$ cat src/blade_element_aero_coefficients_core_macros.svh
// Assertion macros for the blade element coefficient core.
`ifndef BLADE_ELEMENT_AERO_COEFFICIENTS_CORE_MACROS_SVH
`define BLADE_ELEMENT_AERO_COEFFICIENTS_CORE_MACROS_SVH
`ifndef ASSERT_OFF
`define BEC_ASSERT_IMP(lbl, clk, rst, ante, cons, msg) \
  lbl: assert property (@(posedge clk) disable iff (rst) (ante) |-> (cons)) else $error(msg);
`define BEC_ASSERT_NXT(lbl, clk, rst, ante, cons, msg) \
  lbl: assert property (@(posedge clk) disable iff (rst) (ante) |=> (cons)) else $error(msg);
`else
`define BEC_ASSERT_IMP(lbl, clk, rst, ante, cons, msg)
`define BEC_ASSERT_NXT(lbl, clk, rst, ante, cons, msg)
`endif
`endif

$ cat src/bec_pkg.sv
// Shared constants, types and tables of the blade element coefficient core.
package bec_pkg;

  localparam int CORDIC_STEPS_DEF    = 16;
  localparam int ANGLE_FRAC_BITS_DEF = 12;

  localparam int VT_W = 25;   // tangential speed, 1/256 m/s
  localparam int X_W  = 36;   // CORDIC x/y datapath
  localparam int Z_W  = 33;   // CORDIC angle, Q30

  localparam int FRONT_STAGES = 4;
  localparam int BACK_STAGES  = 4;

  localparam logic [15:0] RADIUS_RESET = 16'd2560;
  localparam logic        REG_RADIUS   = 1'b0;

  localparam logic [20:0] OMEGA_Q24    = 21'd1756906;
  localparam logic [23:0] INV_GAIN_Q24 = 24'd10188013;
  localparam logic signed [45:0] DEG2RAD_Q40 = 46'sd74961321;
  localparam logic signed [36:0] TWO_PI_Q16  = 37'sd411775;
  localparam logic signed [30:0] NEG_MOMENT_Q16 = -31'sd6554;
  localparam logic [45:0] DRAG_K_Q16 = 46'd3277;
  localparam logic [45:0] DRAG_C_Q40 = 46'd10995116278;
  localparam logic [15:0] DRAG_MIN   = 16'd41;

  // Side data that rides along the CORDIC stages
  typedef struct packed {
    logic signed [16:0] pt;     // pitch + twist, 1/256 degree
    logic               zero;   // tangential and vertical speed both zero
  } side_t;

  // Arctangent of 2^-i in Q30
  function automatic logic [30:0] atan_q30(input int unsigned idx);
    logic [30:0] v;
    case (idx)
      0:  v = 31'd843314857;
      1:  v = 31'd497837829;
      2:  v = 31'd263043837;
      3:  v = 31'd133525159;
      4:  v = 31'd67021687;
      5:  v = 31'd33543516;
      6:  v = 31'd16775851;
      7:  v = 31'd8388437;
      8:  v = 31'd4194283;
      9:  v = 31'd2097149;
      10: v = 31'd1048576;
      11: v = 31'd524288;
      12: v = 31'd262144;
      13: v = 31'd131072;
      14: v = 31'd65536;
      15: v = 31'd32768;
      16: v = 31'd16384;
      17: v = 31'd8192;
      18: v = 31'd4096;
      19: v = 31'd2048;
      20: v = 31'd1024;
      21: v = 31'd512;
      22: v = 31'd256;
      23: v = 31'd128;
      default: v = '0;
    endcase
    return v;
  endfunction

endpackage

$ cat src/bec_front.sv
// Front stages: tangential speed from rpm, radial fraction and radius.
module bec_front (
  input  logic                              clk,
  input  logic [bec_pkg::FRONT_STAGES-1:0]  en,
  input  logic [15:0]                       rotor_rpm,
  input  logic signed [15:0]                fwd_airspeed,
  input  logic signed [15:0]                vert_airspeed,
  input  logic [15:0]                       radial_fraction,
  input  logic signed [15:0]                pitch_deg,
  input  logic signed [15:0]                twist_deg,
  input  logic [15:0]                       radius,
  output logic [bec_pkg::VT_W-1:0]          vt,
  output logic [16:0]                       fwd_abs,
  output logic signed [15:0]                vert,
  output logic signed [16:0]                pt
);

  logic [31:0]        a_p1;
  logic [16:0]        a_fabs;
  logic signed [15:0] a_vert;
  logic signed [16:0] a_pt;
  logic [47:0]        b_p;
  logic [16:0]        b_fabs;
  logic signed [15:0] b_vert;
  logic signed [16:0] b_pt;
  logic [44:0]        c_mh;
  logic [44:0]        c_ml;
  logic [16:0]        c_fabs;
  logic signed [15:0] c_vert;
  logic signed [16:0] c_pt;
  logic signed [16:0] fwd_ext;
  logic [45:0]        vt_sum;

  assign fwd_ext = 17'(fwd_airspeed);

  // Stage A: rpm times fraction, fold forward speed to magnitude
  always_ff @(posedge clk) begin
    if (en[0]) begin
      a_p1   <= 32'(rotor_rpm) * 32'(radial_fraction);
      a_fabs <= fwd_airspeed[15] ? 17'(-fwd_ext) : 17'(fwd_ext);
      a_vert <= vert_airspeed;
      a_pt   <= 17'(pitch_deg) + 17'(twist_deg);
    end
  end

  // Stage B: times radius
  always_ff @(posedge clk) begin
    if (en[1]) begin
      b_p    <= 48'(a_p1) * 48'(radius);
      b_fabs <= a_fabs;
      b_vert <= a_vert;
      b_pt   <= a_pt;
    end
  end

  // Stage C: angular rate constant, split into upper and lower halves
  always_ff @(posedge clk) begin
    if (en[2]) begin
      c_mh   <= 45'(b_p[47:24]) * 45'(bec_pkg::OMEGA_Q24);
      c_ml   <= 45'(b_p[23:0]) * 45'(bec_pkg::OMEGA_Q24);
      c_fabs <= b_fabs;
      c_vert <= b_vert;
      c_pt   <= b_pt;
    end
  end

  assign vt_sum = 46'(c_mh) + 46'(c_ml[44:24]);

  // Stage D: combine halves and drop the fraction
  always_ff @(posedge clk) begin
    if (en[3]) begin
      vt      <= vt_sum[44:20];
      fwd_abs <= c_fabs;
      vert    <= c_vert;
      pt      <= c_pt;
    end
  end

endmodule

$ cat config.mk
export PLATFORM = sky130hd
export DESIGN_NAME = bec_front
export DESIGN_NICKNAME = d
export VERILOG_FILES = /design/src/blade_element_aero_coefficients_core_macros.svh /design/src/bec_pkg.sv /design/src/bec_front.sv
export SDC_FILE = /design/constraint.sdc
export NUM_CORES = 2
export LEC_CHECK = 0
export BUFFER_PORTS_ARGS = -buffer_cell sky130_fd_sc_hd__buf_2
export CAP_MARGIN = 20
export CORE_MARGIN = 3
export CORE_UTILIZATION = 45
export DETAILED_ROUTE_END_ITERATION = 7
export HOLD_SLACK_MARGIN = 0.15
export PLACE_DENSITY = 0.57
export RECOVER_POWER = 50
export SYNTH_ARGS = -nofsm -noshare
export SYNTH_HDL_FRONTEND = slang
export SYNTH_SLANG_ARGS = --single-unit
export TNS_END_PERCENT = 50
$ cat constraint.sdc
create_clock -name clk -period 11.9 [get_ports clk]
set_clock_uncertainty 0.1 [all_clocks]
set_input_delay 2.38 -clock clk [delete_from_list [all_inputs] [get_ports clk]]
set_output_delay 2.38 -clock clk [all_outputs]
set_load 0.05 [all_outputs]
# After elaboration in Yosys (flattened, before gate mapping)
# Index checks and enable logic that the tools add are counted.
# W data, S select, Z words.
[word_totals]
regBits = 393
input_bits = 117
out_inout_bits = 75
word_cells = 26
[op_classes]
n_addsub = 3
n_mul = 4
n_mux = 1
[op_table]
columns = ["op", "n"]
rows = [
  ["$mul A24 B20 Y44 const B", 2],
  ["$mul A32 B16 Y48", 1],
  ["$add A45 B21 Y45", 1],
  ["$mul A16 B16 Y32", 1],
  ["$add A16 B16 Y17", 1],
  ["$neg A16 Y17", 1],
  ["$mux W15", 1],
]

# Logic depth before layout (Yosys ltp)
[logic_depth]
ltp_word = 2
mapped_depth = 26
ltp_nobuf = 26

# Worst setup path after synthesis
# OpenSTA, ideal clock, no wires.
[synth_path]
kind = "input -> register"
start = "input radius[7]"
end = "register b_p[47], data pin"
setup_time_ps = 261
arrival_ps = 8004
required_time_ps = 11539
setup_slack_ps = 3536
cell_stages = 24
n_path_buf = 1
cell_sequence = "clkbuf_1 nand2_1 fa_1 inv_1 fa_1 inv_1 fa_1 inv_1 fa_1 fa_1 inv_1 fa_1 inv_1 ha_1 nand4_1 nor3_1 a31oi_1 a21oi_2 a211oi_1 o31a_1 o31ai_4 nand3_2 a211oi_2 xnor2_1"
[synth_via]
elab_chain_cells = 1
[synth_lines]
columns = ["item", "line_no", "rtl"]
rows = [
  ["start: declaration", "bec_front.sv:11", "input logic [15:0] radius,"],
  ["$mul A32 B16 Y48", "bec_front.sv:49", "b_p <= 48'(a_p1) * 48'(radius);"],
  ["end signal: assignment", "bec_front.sv:49", ""],
  ["end: declaration", "bec_front.sv:22", "logic [47:0] b_p;"],
]
# Every way passes these cells.
# A chain may end at the register's enable or synchronous reset.

# Worst setup path in the final report
[layout_path]
start = "input radius[1]"
end = "register b_p[47], data pin"
# Same word-level chain as after synthesis.

==> impl_metrics.env <==
export IMPL_status="finished, violations left"
export IMPL_violations="capacitance limit, slew limit"
export IMPL_grt_max_degree=66
export IMPL_hold_viol_final=0
export IMPL_cts_tree="yes"
export IMPL_maxCapViolCount=5
export IMPL_drt_iter0_markers=1748
export IMPL_initial_utilization_pct=45.41
export IMPL_required_ps=12160
export IMPL_num_nets_final=7502
export IMPL_yosysUniqueCellTypes=70
export IMPL_min_period_ps=8710
export IMPL_post_cts_resized=0
export IMPL_holdBufCountCts=0
export IMPL_drt_first_pass_iters=8
export IMPL_path_clk_slew_ps=70
export IMPL_synth_seq_cells=369
export IMPL_critPathCaptureType="flip-flop"
export IMPL_critPathSlowestCell="buf_2"
export IMPL_endpoint="b_p[47]$_DFFE_PP_"
export IMPL_numClockSinks=369
export IMPL_startpoint="radius[1]"
export IMPL_wl_um=125700
export IMPL_die_area_um2=131400
export IMPL_finalWeightedCongestion=0.8605
export IMPL_n_fill_cell=11860
export IMPL_tightest_slew_ps=3680
export IMPL_drive_above_1_share_pct=4.878
export IMPL_core_region_area_um2=125900
export IMPL_final_setup_tns_ps=0
export IMPL_min_period_over_period_pct=73.19
export IMPL_ios=192
export IMPL_multi_input_area_um2=39820
export IMPL_drc=0
export IMPL_synth_edf_count=369
export IMPL_slowest_delay_ps=570
export IMPL_yosys_top_cells_area="fa_1 (37%), edfxtp_1 (19%), ha_1 (15%)"
export IMPL_ant_nets=0
export IMPL_ys_dominant_reg_cell="edfxtp_1"
export IMPL_crit_buf_inv=4
export IMPL_timing_rr_start="b_p[10]$_DFFE_PP_"
export IMPL_grt_overflow_total=0
export IMPL_cts_buffer_depth=3
export IMPL_grt_util_all_layers_pct=19.82
export IMPL_grt_pass1_wl_um=207800
export IMPL_grt_pass1_vias=39030
export IMPL_port_buffers=191
export IMPL_report_final_setup_viol=0
export IMPL_dp_cells=7229
export IMPL_critPathMaxFanout=32
export IMPL_relSlewSlack_pct=-145.3
export IMPL_netlist_area_um2=57170
export IMPL_cp_depth=22
export IMPL_r2r_end="c_ml[44]$_DFFE_PP_"
export IMPL_numCtsBuffers=44
export IMPL_die_w_um=362.4
export IMPL_synth_top_cell_by_area="fa_1"
export IMPL_worstSkewPairLatency_ps=650
export IMPL_postSynthAreaPerCell_um2=10.36
export IMPL_crit_chain="buf_2, nand2_1, fa_1, fa_1, fa_1, inv_1, fa_1, fa_1, inv_1, fa_1, inv_1, ha_1, nand4_1, nor3_1, a31oi_1, a21oi_2, a211oi_1, o31a_1, o31ai_4, nand3_2, a211oi_2, xnor2_1"
export IMPL_via_count=36070
export IMPL_hpwlAfterDp_um=104300
export IMPL_r2r_slack_ps=4030
export IMPL_dieHeight_um=362.4
export IMPL_core_rowCount=130
export IMPL_layout_area_seq_um2=11080
export IMPL_ys_warn_count=0
export IMPL_reg2reg_depth=24
export IMPL_clockRootBuffer="clkbuf_16"
export IMPL_max_freq_ghz=0.1148
export IMPL_antenna_found_initial=11
export IMPL_crit_family="adder cells"
export IMPL_synth_most_common_cell="inv_1"
export IMPL_synth_nets=7394
export IMPL_seq_area_frac_synth_pct=19.38
export IMPL_wl_per_cell_um=17.19
export IMPL_final_util_pct=48.67
export IMPL_routed_via_density=4.933
export IMPL_crit_arrival_ps=8970
export IMPL_netlist_instances=5517
export IMPL_synth_top_area_share_pct=37.19
export IMPL_syn_to_final_growth_pct=7.174
export IMPL_drv_slew=246
export IMPL_postCtsSetupBuffers=0
export IMPL_start_kind="primary input"
export IMPL_rsz0062_at_grt="no"
export IMPL_crit_top_cell="fa_1"
export IMPL_synth_async_reset_ratio_pct=0
export IMPL_finalNonFillerCells=7313
export IMPL_cts_htree_levels=2
export IMPL_netlist_top_cells_count="inv_1 (1529), fa_1 (1062), ha_1 (698), nand2_1 (542), edfxtp_1 (369)"
export IMPL_holdCritPathClass="flip-flop to flip-flop"
export IMPL_path_class="primary input to flip-flop"
-- through the flow --
stage	hold slack, ps	setup WS, ps	area [µm²]
finish	293.5	3190	61270
global route	316.9	2882	61260
CTS	304.0	3266	61290
detailed placement	304.5	2607	59730
global placement	300.0	2603	59730
floorplan	300.3	3536	57170
-- state kept, by name, indices dropped and copies added, names as in the netlist --
signal,count
b_p,48
c_mh,44
a_p1,32
vt,25
c_ml,20
a_fabs,17
a_pt,17
b_fabs,17
b_pt,17
c_fabs,17
c_pt,17
fwd_abs,17
pt,17
a_vert,16
b_vert,16
c_vert,16
vert,16
-- worst min-delay path by stage --
| stage | slack (ps) | cells after the start | to | from |
|---|---|---|---|---|
| floorplan | 300 | 0 | b_fabs[0]$_DFFE_PP_ | a_fabs[0]$_DFFE_PP_ |
| global placement | 300 | 0 | c_vert[14]$_DFFE_PP_ | b_vert[14]$_DFFE_PP_ |
| detailed placement | 300 | 0 | b_pt[12]$_DFFE_PP_ | a_pt[12]$_DFFE_PP_ |
| CTS | 300 | 0 | b_pt[11]$_DFFE_PP_ | a_pt[11]$_DFFE_PP_ |
| global route | 320 | 0 | b_pt[11]$_DFFE_PP_ | a_pt[11]$_DFFE_PP_ |
| finish | 290 | 0 | c_fabs[1]$_DFFE_PP_ | b_fabs[1]$_DFFE_PP_ |
-- area by class of cell --
type | count | share of cell area (%)
Clock buffer | 51 | 1.840
Timing Repair Buffer | 200 | 1.630
Antenna cell | 5 | 0.02042
Tap cell | 1650 | 3.369
Multi-Input combinational cell | 3481 | 64.99
Clock inverter | 28 | 0.7025
Sequential cell | 369 | 18.08
Inverter | 1529 | 9.367
-- routing by layer --
metal,share of wire (%),track usage (%)
met1,46,28.00
met2,47,32.73
met3,4.7,2.789
met4,1.9,4.075
met5,0.072,0
-- kinds of logic (layout without fill, tap and decap cells) --
kind of cell / after synthesis / in the layout / synth area share [%]
flip-flops: 369 / 369 / 19.38
buffers and inverters: 1667 / 1808 / 10.97
XOR/XNOR: 189 / 189 / 2.896
adder cells (fa/ha/maj): 1760 / 1760 / 52.47
AND/OR/NAND/NOR: 1090 / 1090 / 9.236
other: 1 / 6 / 0.006560
AO/OA/AOI/OAI: 441 / 441 / 5.045
-- cells in the final DEF (no fill, tap or decap), types with 21 or more instances in the layout --
| master | synthesis | routed |
|---|---|---|
| and2_1 | 327 | 325 |
| a21oi_1 | 135 | 135 |
| ha_1 | 698 | 698 |
| a21o_1 | 80 | 80 |
| xnor2_1 | 137 | 137 |
| edfxtp_1 | 369 | 369 |
| clkbuf_1 | 134 | 21 |
| clkbuf_16 | 0 | 44 |
| o21ai_0 | 64 | 64 |
| nand2_1 | 542 | 542 |
| fa_1 | 1062 | 1062 |
| inv_1 | 1529 | 1529 |
| nand3_1 | 32 | 32 |
| xor2_1 | 52 | 52 |
| buf_2 | 2 | 180 |
| nor2_1 | 68 | 68 |
Power is not shown: default switching activity piles up to over one toggle a cycle in this logic, so the estimate is an artifact.
