**src/blade_element_aero_coefficients_core_macros.svh**
```systemverilog
// Assertion macros for the blade element coefficient core.
`ifndef BLADE_ELEMENT_AERO_COEFFICIENTS_CORE_MACROS_SVH
`define BLADE_ELEMENT_AERO_COEFFICIENTS_CORE_MACROS_SVH
`ifndef ASSERT_OFF
`define BEC_ASSERT_IMP(lbl, clk, rst, ante, cons, msg) \
  lbl: assert property (@(posedge clk) disable iff (rst) (ante) |-> (cons)) else $error(msg);
`define BEC_ASSERT_NXT(lbl, clk, rst, ante, cons, msg) \
  lbl: assert property (@(posedge clk) disable iff (rst) (ante) |=> (cons)) else $error(msg);
`else
`define BEC_ASSERT_IMP(lbl, clk, rst, ante, cons, msg)
`define BEC_ASSERT_NXT(lbl, clk, rst, ante, cons, msg)
`endif
`endif

```
**src/bec_pkg.sv**
```systemverilog
// Shared constants, types and tables of the blade element coefficient core.
package bec_pkg;

  localparam int CORDIC_STEPS_DEF    = 16;
  localparam int ANGLE_FRAC_BITS_DEF = 12;

  localparam int VT_W = 25;   // tangential speed, 1/256 m/s
  localparam int X_W  = 36;   // CORDIC x/y datapath
  localparam int Z_W  = 33;   // CORDIC angle, Q30

  localparam int FRONT_STAGES = 4;
  localparam int BACK_STAGES  = 4;

  localparam logic [15:0] RADIUS_RESET = 16'd2560;
  localparam logic        REG_RADIUS   = 1'b0;

  localparam logic [20:0] OMEGA_Q24    = 21'd1756906;
  localparam logic [23:0] INV_GAIN_Q24 = 24'd10188013;
  localparam logic signed [45:0] DEG2RAD_Q40 = 46'sd74961321;
  localparam logic signed [36:0] TWO_PI_Q16  = 37'sd411775;
  localparam logic signed [30:0] NEG_MOMENT_Q16 = -31'sd6554;
  localparam logic [45:0] DRAG_K_Q16 = 46'd3277;
  localparam logic [45:0] DRAG_C_Q40 = 46'd10995116278;
  localparam logic [15:0] DRAG_MIN   = 16'd41;

  // Side data that rides along the CORDIC stages
  typedef struct packed {
    logic signed [16:0] pt;     // pitch + twist, 1/256 degree
    logic               zero;   // tangential and vertical speed both zero
  } side_t;

  // Arctangent of 2^-i in Q30
  function automatic logic [30:0] atan_q30(input int unsigned idx);
    logic [30:0] v;
    case (idx)
      0:  v = 31'd843314857;
      1:  v = 31'd497837829;
      2:  v = 31'd263043837;
      3:  v = 31'd133525159;
      4:  v = 31'd67021687;
      5:  v = 31'd33543516;
      6:  v = 31'd16775851;
      7:  v = 31'd8388437;
      8:  v = 31'd4194283;
      9:  v = 31'd2097149;
      10: v = 31'd1048576;
      11: v = 31'd524288;
      12: v = 31'd262144;
      13: v = 31'd131072;
      14: v = 31'd65536;
      15: v = 31'd32768;
      16: v = 31'd16384;
      17: v = 31'd8192;
      18: v = 31'd4096;
      19: v = 31'd2048;
      20: v = 31'd1024;
      21: v = 31'd512;
      22: v = 31'd256;
      23: v = 31'd128;
      default: v = '0;
    endcase
    return v;
  endfunction

endpackage

```
**src/bec_cordic.sv**
```systemverilog
// Vectoring CORDIC, one micro-rotation per register stage.
module bec_cordic #(
  parameter int STEPS = bec_pkg::CORDIC_STEPS_DEF
) (
  input  logic                              clk,
  input  logic [STEPS-1:0]                  en,
  input  logic signed [bec_pkg::X_W-1:0]    x_in,
  input  logic signed [bec_pkg::X_W-1:0]    y_in,
  output logic signed [bec_pkg::X_W-1:0]    x_out,
  output logic signed [bec_pkg::Z_W-1:0]    z_out
);

  logic signed [bec_pkg::X_W-1:0] xs [STEPS];
  logic signed [bec_pkg::X_W-1:0] ys [STEPS];
  logic signed [bec_pkg::Z_W-1:0] zs [STEPS];

  for (genvar i = 0; i < STEPS; i++) begin : g_step
    localparam logic signed [bec_pkg::Z_W-1:0] ATAN =
      bec_pkg::Z_W'(bec_pkg::atan_q30(i));
    logic signed [bec_pkg::X_W-1:0] xp;
    logic signed [bec_pkg::X_W-1:0] yp;
    logic signed [bec_pkg::Z_W-1:0] zp;

    if (i == 0) begin : g_first
      assign xp = x_in;
      assign yp = y_in;
      assign zp = '0;
    end else begin : g_rest
      assign xp = xs[i-1];
      assign yp = ys[i-1];
      assign zp = zs[i-1];
    end

    // Rotate towards the x axis, accumulate the angle
    always_ff @(posedge clk) begin
      if (en[i]) begin
        if (!yp[bec_pkg::X_W-1]) begin
          xs[i] <= xp + (yp >>> i);
          ys[i] <= yp - (xp >>> i);
          zs[i] <= zp + ATAN;
        end else begin
          xs[i] <= xp - (yp >>> i);
          ys[i] <= yp + (xp >>> i);
          zs[i] <= zp - ATAN;
        end
      end
    end
  end

  assign x_out = xs[STEPS-1];
  assign z_out = zs[STEPS-1];

endmodule

```
**config.mk**
```make
export PLATFORM = sky130hd
export DESIGN_NAME = bec_cordic
export DESIGN_NICKNAME = d
export VERILOG_FILES = /design/src/blade_element_aero_coefficients_core_macros.svh /design/src/bec_pkg.sv /design/src/bec_cordic.sv
export SDC_FILE = /design/constraint.sdc
export NUM_CORES = 2
export LEC_CHECK = 0
export BUFFER_PORTS_ARGS = -buffer_cell sky130_fd_sc_hd__clkbuf_2
export CAP_MARGIN = 20
export CORE_AREA = 2 2 550 498
export DETAILED_ROUTE_END_ITERATION = 10
export DIE_AREA = 0 0 552 500
export PLACE_DENSITY = 0.73
export SLEW_MARGIN = 30
export SYNTH_ARGS = -nofsm -noshare
export SYNTH_HDL_FRONTEND = slang
export SYNTH_SLANG_ARGS = --single-unit
```
**constraint.sdc**
```tcl
create_clock -name clk -period 5.45 [get_ports clk]
set_input_delay 0.8175 -clock clk [delete_from_list [all_inputs] [get_ports clk]]
set_output_delay 0.8175 -clock clk [all_outputs]
set_load 0.05 [all_outputs]
```
-- Yosys cells after proc, flatten, opt, wreduce, memory -nomap -nowiden
Memories as Yosys holds them, arrays and structs flattened.
Index checks and enable logic that the tools add are counted.
W data, S select, Z words.
- add/sub/neg operators: 93
- muxes and demuxes: 144
- bitwise operators: 48
- operator list (cell ; number):
    $mux W36 ; 32
    $mux W33 ; 16
    $mux W1 ; 96
    $add A36 B21 Y36 ; 2
    $add A36 B22 Y36 ; 2
    $add A36 B23 Y36 ; 2
    $add A36 B24 Y36 ; 2
    $add A36 B25 Y36 ; 2
    $add A36 B26 Y36 ; 2
    $add A36 B27 Y36 ; 2
    $add A36 B28 Y36 ; 2
    $add A36 B29 Y36 ; 2
    $add A36 B30 Y36 ; 2
    $add A36 B31 Y36 ; 2
    $add A36 B32 Y36 ; 2
    $add A36 B33 Y36 ; 2
    $add A36 B34 Y36 ; 2
    $add A36 B35 Y36 ; 2
    $sub A36 B21 Y36 ; 2
    $sub A36 B22 Y36 ; 2
    $sub A36 B23 Y36 ; 2
    $sub A36 B24 Y36 ; 2
    $sub A36 B25 Y36 ; 2
    $sub A36 B26 Y36 ; 2
    other kinds (40) ; 99
- register bits after elaboration: 0
- bits in writable memories: 1680
- output and inout bits: 69
- logic and storage cells: 288
- memories: 3
- memory list (name ; depth ; bits a word ; read ports ; clocked after memory_dff ; wr ports ; RTL line ; text):
    xs ; 16 ; 36 ; 16 ; 0 ; 16 ; bec_cordic.sv:13 ; logic signed [bec_pkg::X_W-1:0] xs [STEPS];
    ys ; 16 ; 36 ; 15 ; 0 ; 16 ; bec_cordic.sv:14 ; logic signed [bec_pkg::X_W-1:0] ys [STEPS];
    zs ; 16 ; 33 ; 16 ; 0 ; 16 ; bec_cordic.sv:15 ; logic signed [bec_pkg::Z_W-1:0] zs [STEPS];

-- Depth between registers and ports, before layout
An unclocked memory read counts as a cell.
- word-level depth: 5
- mapped depth: 22
- depth with buffers taken out: 22

-- Worst setup path before layout
Ideal clock, no wire load.
- path type: input to register
- from: input port en[12]
- to: memory xs[1][178] (netlist name), data pin
- setup time: 265 ps
- arrival: 4774 ps
- data required time: 5185 ps
- setup slack: 411 ps
- cell stages on the path: 18
- path buffers: 2
- cells stage by stage: nand2_1 -> inv_1 -> clkbuf_1 -> buf_1 -> nor2_1 -> xnor2_1 -> ha_1 -> nor2b_1 -> o31a_1 -> o31a_1 -> a31oi_1 -> nor3_1 -> a311o_1 -> o21ai_1 -> o21bai_1 -> o41ai_1 -> o21ai_0 -> xor2_1
- RTL lines (what ; RTL line ; text):
    from (decl) ; bec_cordic.sv:6 ; input logic [STEPS-1:0] en,
    to (decl) ; bec_cordic.sv:13 ;

==> results.sh <==
export IMPL_outcome="finished clean"
export IMPL_die_height_um=500
export IMPL_dieArea_mm2=0.276
export IMPL_critPathArrivalTime_ps=5820
export IMPL_drt_wirelength_per_cell_um=19.1
export IMPL_rows=182
export IMPL_startpoint_type="flop"
export IMPL_tritoncts="yes"
export IMPL_fin_worst_hold_slack_ps=286
export IMPL_yosys_cell_types_count=96
export IMPL_final_critical_path_setup_slack_ps=225
export IMPL_synth_area_per_cell_um2=9.47
export IMPL_io_buffers=156
export IMPL_hold_violations=0
export IMPL_critPathCaptureType="flop"
export IMPL_critPathRequiredTime_ps=6040
export IMPL_cts_max_level=4
export IMPL_detail_route_iter0_violations=10100
export IMPL_cts_root_buffer="sky130_fd_sc_hd__clkbuf_16"
export IMPL_critical_path_class="reg2reg"
export IMPL_via_cell_ratio=5.93
export IMPL_skew_ps=60.3
export IMPL_postSynth_topFlopCell="sky130_fd_sc_hd__edfxtp_1"
export IMPL_clock_insertion_delay_worst_skew_ps=890
export IMPL_fill_cells=24000
export IMPL_dp_cells=17900
export IMPL_async_reset_ff_share_pct=0
export IMPL_dpl_cell_area_mm2=0.141
export IMPL_final_net_count=16100
export IMPL_first_pass_grt_wire_length_um=549000
export IMPL_route_vias_total=108000
export IMPL_antenna_found_initial=6
export IMPL_core_area_mm2=0.271
export IMPL_grt_max_degree=79
export IMPL_final_min_clock_period_ps=5220
export IMPL_drt_first_pass_iters=8
export IMPL_dpl_worst_slack_ps=148
export IMPL_design_portCount=158
export IMPL_die_outline_width_um=552
export IMPL_area_growth_syn_to_layout_pct=9.32
export IMPL_hold_path_class="in2reg"
export IMPL_critPathMaxFanout=19
export IMPL_syn_instance_count=14200
export IMPL_cts_sink_count=1582
export IMPL_grt_util_all_layers_pct=24.4
export IMPL_synth_ff_latch_count=1582
export IMPL_drv_cap=0
export IMPL_synth_yosys_warnings=0
export IMPL_final_max_slew_violation_count=0
export IMPL_post_dp_hpwl_um=279000
export IMPL_mappedNetlistArea_mm2=0.135
export IMPL_yosysSeqAreaShare_pct=35.3
export IMPL_cts_made_buffers=181
export IMPL_share_of_cells_above_drive_strength_1_pct=5.70
export IMPL_finalWirelength_um=348000
export IMPL_grt_overflow_total=0
export IMPL_slew_margin_rel_pct=39.3
export IMPL_post_layout_nonfiller_instances=18200
export IMPL_vias_in_the_first_global_route=99500
export IMPL_synth_nets=15800
export IMPL_finalSetupViolations=0
export IMPL_design_area_mm2=0.147
export IMPL_clock_fmax_ghz=0.191
export IMPL_initial_core_util_pct=49.7
export IMPL_max_slew_worst_pin_slew_ps=910
export IMPL_cts_max_path_buffers=3
export IMPL_cts_hold_buf=0
export IMPL_final_min_period_over_clock_period_pct=95.9
export IMPL_cts_clk_slew_worst_paths_ps=60
export IMPL_route_antenna_remaining_nets=0
export IMPL_drc=0
export IMPL_number_of_enable_type_register_cells_in_the_synthesized_netlist=1582
export IMPL_gpl_final_weighted_congestion=0.967
[stage by stage]
stage                     utilization [%]  TNS, ps
after floorplan                         -        0
after CTS                            54.2        0
after global routing                 54.3    -21.5
final                                54.3        0
after detailed placement             51.9        0
after global placement               51.9        0
[synth_stat cells (all sizes together) (50+ instances only)]
cell	n	share of area (%)
a211oi	126	0.70
a21boi	61	0.34
a21o	632	3.5
a21oi	1426	5.3
a31oi	102	0.47
and2	60	0.28
and3	112	0.52
clkbuf	232	0.65
edfxtp	1582	35
ha	1499	14
inv	631	1.8
nand2	842	2.3
nand2b	248	1.2
nand3	210	0.78
nand4	134	0.62
nor2	1178	3.3
nor2b	196	0.91
nor3	305	1.2
nor4	108	0.50
o21a	213	1.2
o21ai	891	3.3
o21bai	196	1.1
o31a	50	0.33
o31ai	161	0.90
o41ai	110	0.73
or3	104	0.49
or4	62	0.35
xnor2	1304	8.5
xor2	716	4.7
[sequential cells by signal (all words and copies together), names as in the netlist]
| signal | flops |
|---|---|
| xs | 575 |
| ys | 525 |
| zs | 482 |
[critical path, stage by stage (launching register included)]
cell and delay (ps):
sky130_fd_sc_hd__edfxtp_1 730, sky130_fd_sc_hd__nand2_2 440, sky130_fd_sc_hd__inv_1 250, sky130_fd_sc_hd__buf_4 290, sky130_fd_sc_hd__a21oi_1 90, sky130_fd_sc_hd__xnor2_1 180, sky130_fd_sc_hd__ha_1 270, sky130_fd_sc_hd__or4_1 510
sky130_fd_sc_hd__o21ai_0 70, sky130_fd_sc_hd__o21ba_2 200, sky130_fd_sc_hd__a221oi_1 490, sky130_fd_sc_hd__or3_1 210, sky130_fd_sc_hd__a21oi_1 90, sky130_fd_sc_hd__nor2_1 190, sky130_fd_sc_hd__o21ai_1 180, sky130_fd_sc_hd__a31o_2 280
sky130_fd_sc_hd__o41ai_1 370, sky130_fd_sc_hd__xnor2_1 120
[logic make-up (layout without fill, tap and decap cells)]
kind of cell             after synthesis  after routing  synth area share [%]
AO/OA/AOI/OAI                       4388           4388                  20.7
buffers and inverters                895           1343                  2.50
multiplexers                          67             67                 0.521
AND/OR/NAND/NOR                     3711           3711                  13.3
other                                  1              3               0.00279
flip-flops                          1582           1582                  35.3
adder cells (fa/ha/maj)             1543           1543                  14.6
XOR/XNOR                            2020           2020                  13.1
[placed cells by master, fill, tap and decap left out, drive strengths merged, types with 31 or more instances in the layout]
cell type	netlist	layout
o21ai	891	891
nand3	210	210
nor3	305	305
or2	46	46
o31ai	161	161
clkbuf	232	348
a2111oi	33	33
a221oi	31	31
a211oi	126	126
ha	1499	1499
nand2	842	842
edfxtp	1582	1582
a31oi	102	102
fa	44	44
nor4	108	108
or3	104	104
o31a	50	50
nor2b	196	196
clkinv	7	80
a31o	45	45
mux2i	43	43
a21oi	1426	1426
a21boi	61	61
o211ai	49	49
or4	62	62
nor2	1178	1178
o21a	213	213
xor2	716	716
o41ai	110	110
xnor2	1304	1304
a21o	632	632
and2	60	60
o21bai	196	196
nand4	134	134
buf	25	233
and3	112	112
nand2b	248	248
inv	631	638
[layout make-up]
class / instances / area (um2) / area share (%)
clock inverter: 124 / 1650 / 1.12
multi-input combinational: 11700 / 83900 / 57.0
antenna: 2 / 5.00 / 0.00340
inverter: 638 / 2390 / 1.63
sequential: 1582 / 47500 / 32.3
tap: 3588 / 4490 / 3.05
clock buffer: 208 / 4630 / 3.15
timing repair buffer: 373 / 2540 / 1.73
[worst paths after layout]
path / start / end / slack (ps) / cells after the start
worst max register to register: ys[0][251] / xs[0][285] / 230 / 17
worst max-delay path: ys[0][251] / xs[0][285] / 230 / 17
worst min register to register: zs[1][115] / zs[1][148] / 410 / 0
worst min-delay path: x_in[35] / ys[0][35] / 290 / 2
[routing by layer]
metal	up-vias	GRT usage [%]	routed length, um	part of all wire, %
li1	53300	-	-	-
met1	50800	34.7	160000	46
met2	3547	38.3	152000	44
met3	453	3.49	24700	7.1
met4	2	7.36	10800	3.1
met5	-	0	10	0.0029
[repair_timing]
action,CTS,global route
hold endpoints to repair,0,0
buffers inserted,0,0
endpoints found under the setup margin,0,36
gates resized for setup,0,36
Power is left out: the tool's default activity adds up to more than one toggle a clock period on the data nets, which glitch-free logic cannot reach.
