[src/blade_element_aero_coefficients_core_macros.svh]
// Assertion macros for the blade element coefficient core.
`ifndef BLADE_ELEMENT_AERO_COEFFICIENTS_CORE_MACROS_SVH
`define BLADE_ELEMENT_AERO_COEFFICIENTS_CORE_MACROS_SVH
`ifndef ASSERT_OFF
`define BEC_ASSERT_IMP(lbl, clk, rst, ante, cons, msg) \
  lbl: assert property (@(posedge clk) disable iff (rst) (ante) |-> (cons)) else $error(msg);
`define BEC_ASSERT_NXT(lbl, clk, rst, ante, cons, msg) \
  lbl: assert property (@(posedge clk) disable iff (rst) (ante) |=> (cons)) else $error(msg);
`else
`define BEC_ASSERT_IMP(lbl, clk, rst, ante, cons, msg)
`define BEC_ASSERT_NXT(lbl, clk, rst, ante, cons, msg)
`endif
`endif

[src/bec_pkg.sv]
// Shared constants, types and tables of the blade element coefficient core.
package bec_pkg;

  localparam int CORDIC_STEPS_DEF    = 16;
  localparam int ANGLE_FRAC_BITS_DEF = 12;

  localparam int VT_W = 25;   // tangential speed, 1/256 m/s
  localparam int X_W  = 36;   // CORDIC x/y datapath
  localparam int Z_W  = 33;   // CORDIC angle, Q30

  localparam int FRONT_STAGES = 4;
  localparam int BACK_STAGES  = 4;

  localparam logic [15:0] RADIUS_RESET = 16'd2560;
  localparam logic        REG_RADIUS   = 1'b0;

  localparam logic [20:0] OMEGA_Q24    = 21'd1756906;
  localparam logic [23:0] INV_GAIN_Q24 = 24'd10188013;
  localparam logic signed [45:0] DEG2RAD_Q40 = 46'sd74961321;
  localparam logic signed [36:0] TWO_PI_Q16  = 37'sd411775;
  localparam logic signed [30:0] NEG_MOMENT_Q16 = -31'sd6554;
  localparam logic [45:0] DRAG_K_Q16 = 46'd3277;
  localparam logic [45:0] DRAG_C_Q40 = 46'd10995116278;
  localparam logic [15:0] DRAG_MIN   = 16'd41;

  // Side data that rides along the CORDIC stages
  typedef struct packed {
    logic signed [16:0] pt;     // pitch + twist, 1/256 degree
    logic               zero;   // tangential and vertical speed both zero
  } side_t;

  // Arctangent of 2^-i in Q30
  function automatic logic [30:0] atan_q30(input int unsigned idx);
    logic [30:0] v;
    case (idx)
      0:  v = 31'd843314857;
      1:  v = 31'd497837829;
      2:  v = 31'd263043837;
      3:  v = 31'd133525159;
      4:  v = 31'd67021687;
      5:  v = 31'd33543516;
      6:  v = 31'd16775851;
      7:  v = 31'd8388437;
      8:  v = 31'd4194283;
      9:  v = 31'd2097149;
      10: v = 31'd1048576;
      11: v = 31'd524288;
      12: v = 31'd262144;
      13: v = 31'd131072;
      14: v = 31'd65536;
      15: v = 31'd32768;
      16: v = 31'd16384;
      17: v = 31'd8192;
      18: v = 31'd4096;
      19: v = 31'd2048;
      20: v = 31'd1024;
      21: v = 31'd512;
      22: v = 31'd256;
      23: v = 31'd128;
      default: v = '0;
    endcase
    return v;
  endfunction

endpackage

[src/bec_back.sv]
// Back stages: speed scaling, angle of attack and the three coefficients.
module bec_back #(
  parameter int ANGLE_FRAC_BITS = bec_pkg::ANGLE_FRAC_BITS_DEF
) (
  input  logic                              clk,
  input  logic [bec_pkg::BACK_STAGES-1:0]   en,
  input  logic signed [bec_pkg::X_W-1:0]    xm,
  input  logic signed [bec_pkg::Z_W-1:0]    inflow,
  input  bec_pkg::side_t                    side,
  output logic [23:0]                       resultant_speed,
  output logic signed [16:0]                attack_angle,
  output logic signed [18:0]                lift_coef,
  output logic [15:0]                       drag_coef,
  output logic signed [16:0]                moment_coef
);

  localparam int AW  = 46;
  localparam int SH1 = 40 - ANGLE_FRAC_BITS;
  localparam logic signed [AW-1:0] RND1 = 46'sd1 <<< (SH1 - 1);
  localparam logic signed [AW-1:0] A_MAX = 46'sd65535;
  localparam logic signed [AW-1:0] A_MIN = -46'sd65536;
  localparam logic signed [20:0] L_MAX = 21'sd262143;
  localparam logic signed [20:0] L_MIN = -21'sd262144;

  logic [58:0]           e_sp;
  logic signed [AW-1:0]  e_aq;
  logic [23:0]           f_speed;
  logic signed [16:0]    f_a12;
  logic [23:0]           g_speed;
  logic signed [16:0]    g_a12;
  logic signed [36:0]    g_lp;
  logic signed [30:0]    g_mp;
  logic [32:0]           g_a2;

  logic [59:0]           sp_rnd;
  logic signed [AW-1:0]  a_afb;
  logic signed [AW-1:0]  a12_wide;
  logic signed [AW-1:0]  a12_clamp;
  logic signed [33:0]    a_sq;
  logic signed [36:0]    lp_rnd;
  logic signed [30:0]    mp_rnd;
  logic signed [20:0]    lift_w;
  logic signed [14:0]    mom_w;
  logic [45:0]           drag_w;

  // Stage E: gain correction product, pitch plus twist in radians less inflow
  always_ff @(posedge clk) begin
    if (en[0]) begin
      e_sp <= 59'(xm[34:0]) * 59'(bec_pkg::INV_GAIN_Q24);
      e_aq <= AW'(side.pt) * bec_pkg::DEG2RAD_Q40
              - (side.zero ? '0 : (AW'(inflow) <<< 10));
    end
  end

  // Round the angle to the working fraction, then to Q.12
  assign a_afb = (e_aq + RND1) >>> SH1;
  if (ANGLE_FRAC_BITS > 12) begin : g_down
    localparam logic signed [AW-1:0] RND2 = 46'sd1 <<< (ANGLE_FRAC_BITS - 13);
    assign a12_wide = (a_afb + RND2) >>> (ANGLE_FRAC_BITS - 12);
  end else if (ANGLE_FRAC_BITS == 12) begin : g_same
    assign a12_wide = a_afb;
  end else begin : g_up
    assign a12_wide = a_afb <<< (12 - ANGLE_FRAC_BITS);
  end

  assign a12_clamp = (a12_wide > A_MAX) ? A_MAX :
                     (a12_wide < A_MIN) ? A_MIN : a12_wide;
  assign sp_rnd    = 60'(e_sp) + (60'd1 << 31);

  // Stage F: round and saturate speed and angle
  always_ff @(posedge clk) begin
    if (en[1]) begin
      f_speed <= (|sp_rnd[59:56]) ? 24'hFFFFFF : sp_rnd[55:32];
      f_a12   <= a12_clamp[16:0];
    end
  end

  assign a_sq = 34'(f_a12) * 34'(f_a12);

  // Stage G: lift, moment and square products
  always_ff @(posedge clk) begin
    if (en[2]) begin
      g_speed <= f_speed;
      g_a12   <= f_a12;
      g_lp    <= 37'(f_a12) * bec_pkg::TWO_PI_Q16;
      g_mp    <= 31'(f_a12) * bec_pkg::NEG_MOMENT_Q16;
      g_a2    <= a_sq[32:0];
    end
  end

  assign lp_rnd = (g_lp + 37'sd32768) >>> 16;
  assign mp_rnd = (g_mp + 31'sd32768) >>> 16;
  assign lift_w = lp_rnd[20:0];
  assign mom_w  = mp_rnd[14:0];
  assign drag_w = 46'(g_a2) * bec_pkg::DRAG_K_Q16 + bec_pkg::DRAG_C_Q40
                  + (46'd1 << 27);

  // Stage H: round and saturate into the result register
  always_ff @(posedge clk) begin
    if (en[3]) begin
      resultant_speed <= g_speed;
      attack_angle    <= g_a12;
      lift_coef       <= (lift_w > L_MAX) ? L_MAX[18:0] :
                         (lift_w < L_MIN) ? L_MIN[18:0] : lift_w[18:0];
      drag_coef       <= (|drag_w[45:44]) ? 16'hFFFF : drag_w[43:28];
      moment_coef     <= 17'(mom_w);
    end
  end

endmodule

[config.mk]
export PLATFORM = sky130hd
export DESIGN_NAME = bec_back
export DESIGN_NICKNAME = d
export VERILOG_FILES = /design/src/blade_element_aero_coefficients_core_macros.svh /design/src/bec_pkg.sv /design/src/bec_back.sv
export SDC_FILE = /design/constraint.sdc
export NUM_CORES = 2
export LEC_CHECK = 0
export BUFFER_PORTS_ARGS = -buffer_cell sky130_fd_sc_hd__buf_4
export CORE_MARGIN = 4
export CORE_UTILIZATION = 52
export CTS_CLUSTER_SIZE = 30
export DETAILED_ROUTE_END_ITERATION = 8
export PLACE_DENSITY = 0.68
export SYNTH_ARGS = -nofsm -noshare
export SYNTH_HDL_FRONTEND = slang
export SYNTH_SLANG_ARGS = --single-unit
export TNS_END_PERCENT = 50
[constraint.sdc]
create_clock -name clk -period 8.82 [get_ports clk]
set_clock_uncertainty 0.15 [all_clocks]
set_input_delay 0 -clock clk [delete_from_list [all_inputs] [get_ports clk]]
set_output_delay 0 -clock clk [all_outputs]
set_load 0.005 [all_outputs]
---- Word-level counts from Yosys, hierarchy flattened ----
Cells that the tools add are included.
W data, S select, Z words.
word-level totals
  bits in registers ....................... 378
  input bits .............................. 92
  output and inout bits ................... 93
  logic and storage cells ................. 36
operators by class
  $add $sub $neg .......................... 7
  multipliers ............................. 6
  $lt $le $gt $ge ......................... 4
  mux-type cells .......................... 3
  reductions and logical operators ........ 2
operator list
  cell                      number
  $add A59 B32 Y60 const B  1
  $mul A35 B24 Y59 const B  1
  $add A45 B34 Y46 const B  1
  $add A46 B28 Y46 const B  1
  $add A46 B29 Y46 const B  1
  $mux W46                  1
  $sub A46 B46 Y46          1
  $mul A17 B28 Y45 const B  1
  $mul A33 B12 Y45 const B  1
  $add A37 B17 Y37 const B  1
  $mul A17 B20 Y37 const B  1
  $mul A17 B17 Y33          1
  $add A31 B17 Y31 const B  1
  $mul A17 B13 Y30 const B  1
  $gt A21 B19 Y1 const B    1
  $lt A21 B19 Y1 const B    1
  $mux W19                  1
  $gt A18 B17 Y1 const B    1
  $lt A18 B17 Y1 const B    1
  $mux W17                  1
  $reduce_or A4 Y1          1
  $reduce_or A2 Y1          1

---- Longest topological paths before layout ----
  depth in word-level cells ............... 4
  gate-level depth with buffers ........... 33
  mapped depth without buffers ............ 33

---- Worst setup path before layout ----
Ideal clock, no wire load.
  path kind ............................... input port to flip-flop
  start point ............................. input port side[6] (netlist bit)
  end point ............................... register e_aq[44], data pin
  setup time .............................. 264 ps
  arrival time ............................ 7304 ps
  required time ........................... 8406 ps
  slack ................................... 1102 ps
  stages .................................. 31
  buffers on the path ..................... 1
  cell sequence ........................... fa_1 > inv_1 > fa_1 > inv_1 > fa_1 > fa_1 > fa_1 > inv_1 > fa_1 > inv_1 > ha_1 > a21oi_1 > o21ai_0 > or3_1 > a311o_1 > a21oi_1 > o21ai_1 > a21oi_1 > o21bai_1 > a21oi_1 > xnor2_1 > ha_1 > clkbuf_1 > a21oi_1 > o21ai_0 > a21oi_1 > nor2_1 > a2111oi_0 > nor3b_1 > a31oi_1 > xor2_1
on the way
  longest elaborated chain between the ends .. 2
ends and longest elaborated chain
  element                 RTL line        text
  start: declaration      bec_back.sv:9   input bec_pkg::side_t side,
  $mul A17 B28 Y45        bec_back.sv:50  e_aq <= AW'(side.pt) * bec_pkg::DEG2RAD_Q40
  $sub A46 B46 Y46        bec_back.sv:51  - (side.zero ? '0 : (AW'(inflow) <<< 10));
  end signal: assignment  bec_back.sv:50
  end: declaration        bec_back.sv:26  logic signed [AW-1:0] e_aq;
No other way between the ends.
A chain may end at the register's enable or synchronous reset.

---- Worst setup path in the final report ----
  start point ............................. input port side[17] (netlist bit)
  end point ............................... register e_aq[38], data pin
Same word-level chain as after synthesis.

==> out/results.txt <==
critical path class = primary input to flip-flop
mux contribution to synthesized area = 0.0530%
Tightest Hold Check Type = primary input to flip-flop
syn avg cell area = 10.8 um^2
gr busiest metal = met2
total wire length = 136,000 um
GRT Total Usage = 23.8%
initial antenna violation count = 1
slew margin rel. = 26.8%
HPWL Detailed = 119,000 um
worst-case reg-to-reg path depth = 24
Main synth FF type = edfxtp_1
Remaining DRCs = 0
most used cell, CP = fa_1
Inserted Clock Buffers = 37
Syn Inst Count = 5,493
YS warnings = 0
grt total ovfl = 0
#FFs+latches synth = 289
met2 Use GR = 40.0%
Filler Cell Count = 9,722
register area share after synthesis = 14.7%
main combinational cell family by area after synthesis = adder cells
Via density = 5.19
r2r setup slk = 1.40 ns
Cell Rows = 123
clk_lat worst skew = 0.56 ns
synth unique cells = 87
share of cells above drive strength 1 = 5.49%
HP Start = inflow[23]
max cap viols = 0
Synth Area in XOR/XNOR = 3.26%
crit path launch type = primary input
fin. max-slew vios = 0
1st-iter DRT viols = 1,852
Slew @ Worst Pin = 1.09 ns
Worst Path Max Fanout = 9
asr flop ratio synth = 0%
Final Critical Period = 8.26 ns
Synth area leaders = fa_1 39%, ha_1 22%, edfxtp_1 15%
ant diodes = 0
most common cell after layout, fill and taps aside = inv_1
simple-gate area share of the yosys netlist = 5.42%
ANT nets after route = 0
core area = 0.113 mm^2
period utilization = 93.7%
Post-synth EDFFs = 289
H-tree depth = 2
clock root buffer = clkbuf_16
drt first pass iters = 5
Clock transition at path regs = 0.06 ns
Crit path arrival time = 8.43 ns
Die H = 345 um
post-route setup TNS = 0 ns
slowest cell on the critical path = dlygate4sd3_1
global-route wire length before repair = 224,000 um
most frequent cells in the layout = 1,606 x inv_1, 1,146 x fa_1, 1,016 x ha_1, 289 x edfxtp_1, 219 x buf_4
Die Wd = 345 um
routed vias = 37,700
Worst Hold End = e_aq[33]$_DFFE_PP_
RSZ-0062 raised after global routing = no
CP endpoint kind = flip-flop
Hold Violations, Final = 0
GP Congestion = 0.931
I/O pins = 185
Initial Util = 52.4%
Yosys top cell by area = fa_1
clk buf depth = 3
Setup Buffers After CTS = 0
CTS tree = done
r2r startpoint = f_a12[3]$_SDFFCE_PN1P_
final number of setup-violating endpoints = 0
Layout area overhead = 7.99%
vias in the first global route = 41,800
Synth Area in Compound Gates = 5.70%
status = completed
grt met1 use = 33.0%
die area = 0.119 mm^2
largest net degree at the start of global routing = 65
Worst R2R End = g_a2[25]$_DFFE_PP_
met3 usage = 3.10%
post-synthesis adder-cell area fraction = 60.4%
synthesized area = 0.0591 mm^2
share of the synthesized area in the top cell type = 38.8%
Req. time, crit path = 8.98 ns
Port Buffers = 183
Worst path max stage delay = 0.57 ns
WL per Instance = 18.7 um
Fmax = 0.121 GHz
nets = 7,987
Hold Path Cell Cnt = 4
clock tree sinks = 289
==> layout make-up <==
class	count	area, um^2	area share, %
clock buffer	40	937	1.47
timing repair buffer	232	1770	2.78
multi-input combinational	3558	44200	69.3
inverter	1615	6060	9.51
tap	1500	1880	2.94
clock inverter	25	248	0.388
sequential	289	8680	13.6
==> flip-flops by register name, summed over array words and instances, names as in the netlist <==
| register | cells |
|---|---|
| g_lp | 22 |
| g_speed | 24 |
| g_a12 | 17 |
| attack_angle | 17 |
| e_aq | 19 |
| g_mp | 16 |
| moment_coef | 15 |
| f_speed | 24 |
| e_sp | 28 |
| resultant_speed | 24 |
| lift_coef | 19 |
| f_a12 | 17 |
| g_a2 | 31 |
| drag_coef | 16 |
==> routing by layer <==
layer | share of wire [%] | vias to the layer above
met5 | 0 | -
met1 | 44 | 19100
li1 | - | 17600
met2 | 48 | 826
met3 | 5.2 | 170
met4 | 2.5 | 0
==> logic make-up (layout without fill, tap and decap cells) <==
logic type	count (synthesis)	count (layout)
AO/OA/AOI/OAI	503	503
XOR/XNOR	220	220
adder cells (fa/ha/maj)	2162	2162
buffers and inverters	1647	1912
flip-flops	289	289
multiplexers	3	3
other	1	2
AND/OR/NAND/NOR	668	668
==> metrics by stage <==
| step | worst slack (ns) | utilization [%] | std cells | hold WS [ns] | instance area [um^2] |
|---|---|---|---|---|---|
| floorplan | 1.10 | - | 5494 | -0.0375 | 59100 |
| global placement | 0.432 | 55.4 | 7181 | 0.247 | 62400 |
| detailed placement | 0.341 | 55.4 | 7181 | 0.249 | 62400 |
| CTS | 0.460 | 56.6 | 7259 | 0.00617 | 63800 |
| global route | 0.0366 | 56.6 | 7259 | 0.0357 | 63800 |
| finish | 0.556 | 56.6 | 7259 | 0.0227 | 63800 |
==> cells in the mapped netlist, drive strengths merged (5+ instances only) <==
| cell type | n |
|---|---|
| inv | 1607 |
| fa | 1146 |
| ha | 1016 |
| edfxtp | 289 |
| nand2 | 189 |
| nor2 | 181 |
| a21oi | 141 |
| xnor2 | 130 |
| o21ai | 97 |
| a21o | 90 |
| xor2 | 90 |
| nand3 | 63 |
| nand2b | 51 |
| and3 | 40 |
| o21a | 36 |
| nor3 | 35 |
| nand4 | 25 |
| clkbuf | 24 |
| a211oi | 20 |
| or2 | 18 |
| nor2b | 17 |
| a31oi | 15 |
| o211ai | 15 |
| and2 | 13 |
| o21bai | 13 |
| o31ai | 9 |
| and4 | 8 |
| buf | 8 |
| clkinv | 8 |
| a2111oi | 6 |
| or3 | 6 |
| a211o | 5 |
| a21boi | 5 |
| o22ai | 5 |
| o31a | 5 |
==> worst max-delay path: cells and delay by family <==
kind	cells	cell delay, ns
adder cells (fa/ha/maj)	8	3.67
buffers and inverters	6	1.04
XOR/XNOR	2	0.23
AND/OR/NAND/NOR	5	0.74
AO/OA/AOI/OAI	11	2.75
==> worst max path at each step <==
| stage | startpoint | to | slack [ns] | cells past startpoint |
|---|---|---|---|---|
| CTS | side[17] | e_aq[38]$_DFFE_PP_ | 0.46 | 32 |
| floorplan | side[6] | e_aq[44]$_DFFE_PP_ | 1.10 | 31 |
| global placement | side[6] | e_aq[44]$_DFFE_PP_ | 0.43 | 31 |
| detailed placement | side[6] | e_aq[44]$_DFFE_PP_ | 0.34 | 31 |
| finish | side[17] | e_aq[38]$_DFFE_PP_ | 0.56 | 32 |
| global route | side[17] | e_aq[38]$_DFFE_PP_ | 0.04 | 32 |
==> repair_timing <==
item | CTS | global route
hold buffers | 13 | 0
hold endpoints to repair | 180 | 0
endpoints found under the setup margin | 0 | 1
gates resized for setup | 0 | 2
Power is not shown: default switching activity piles up to over one toggle a cycle in this logic, so the estimate is an artifact.
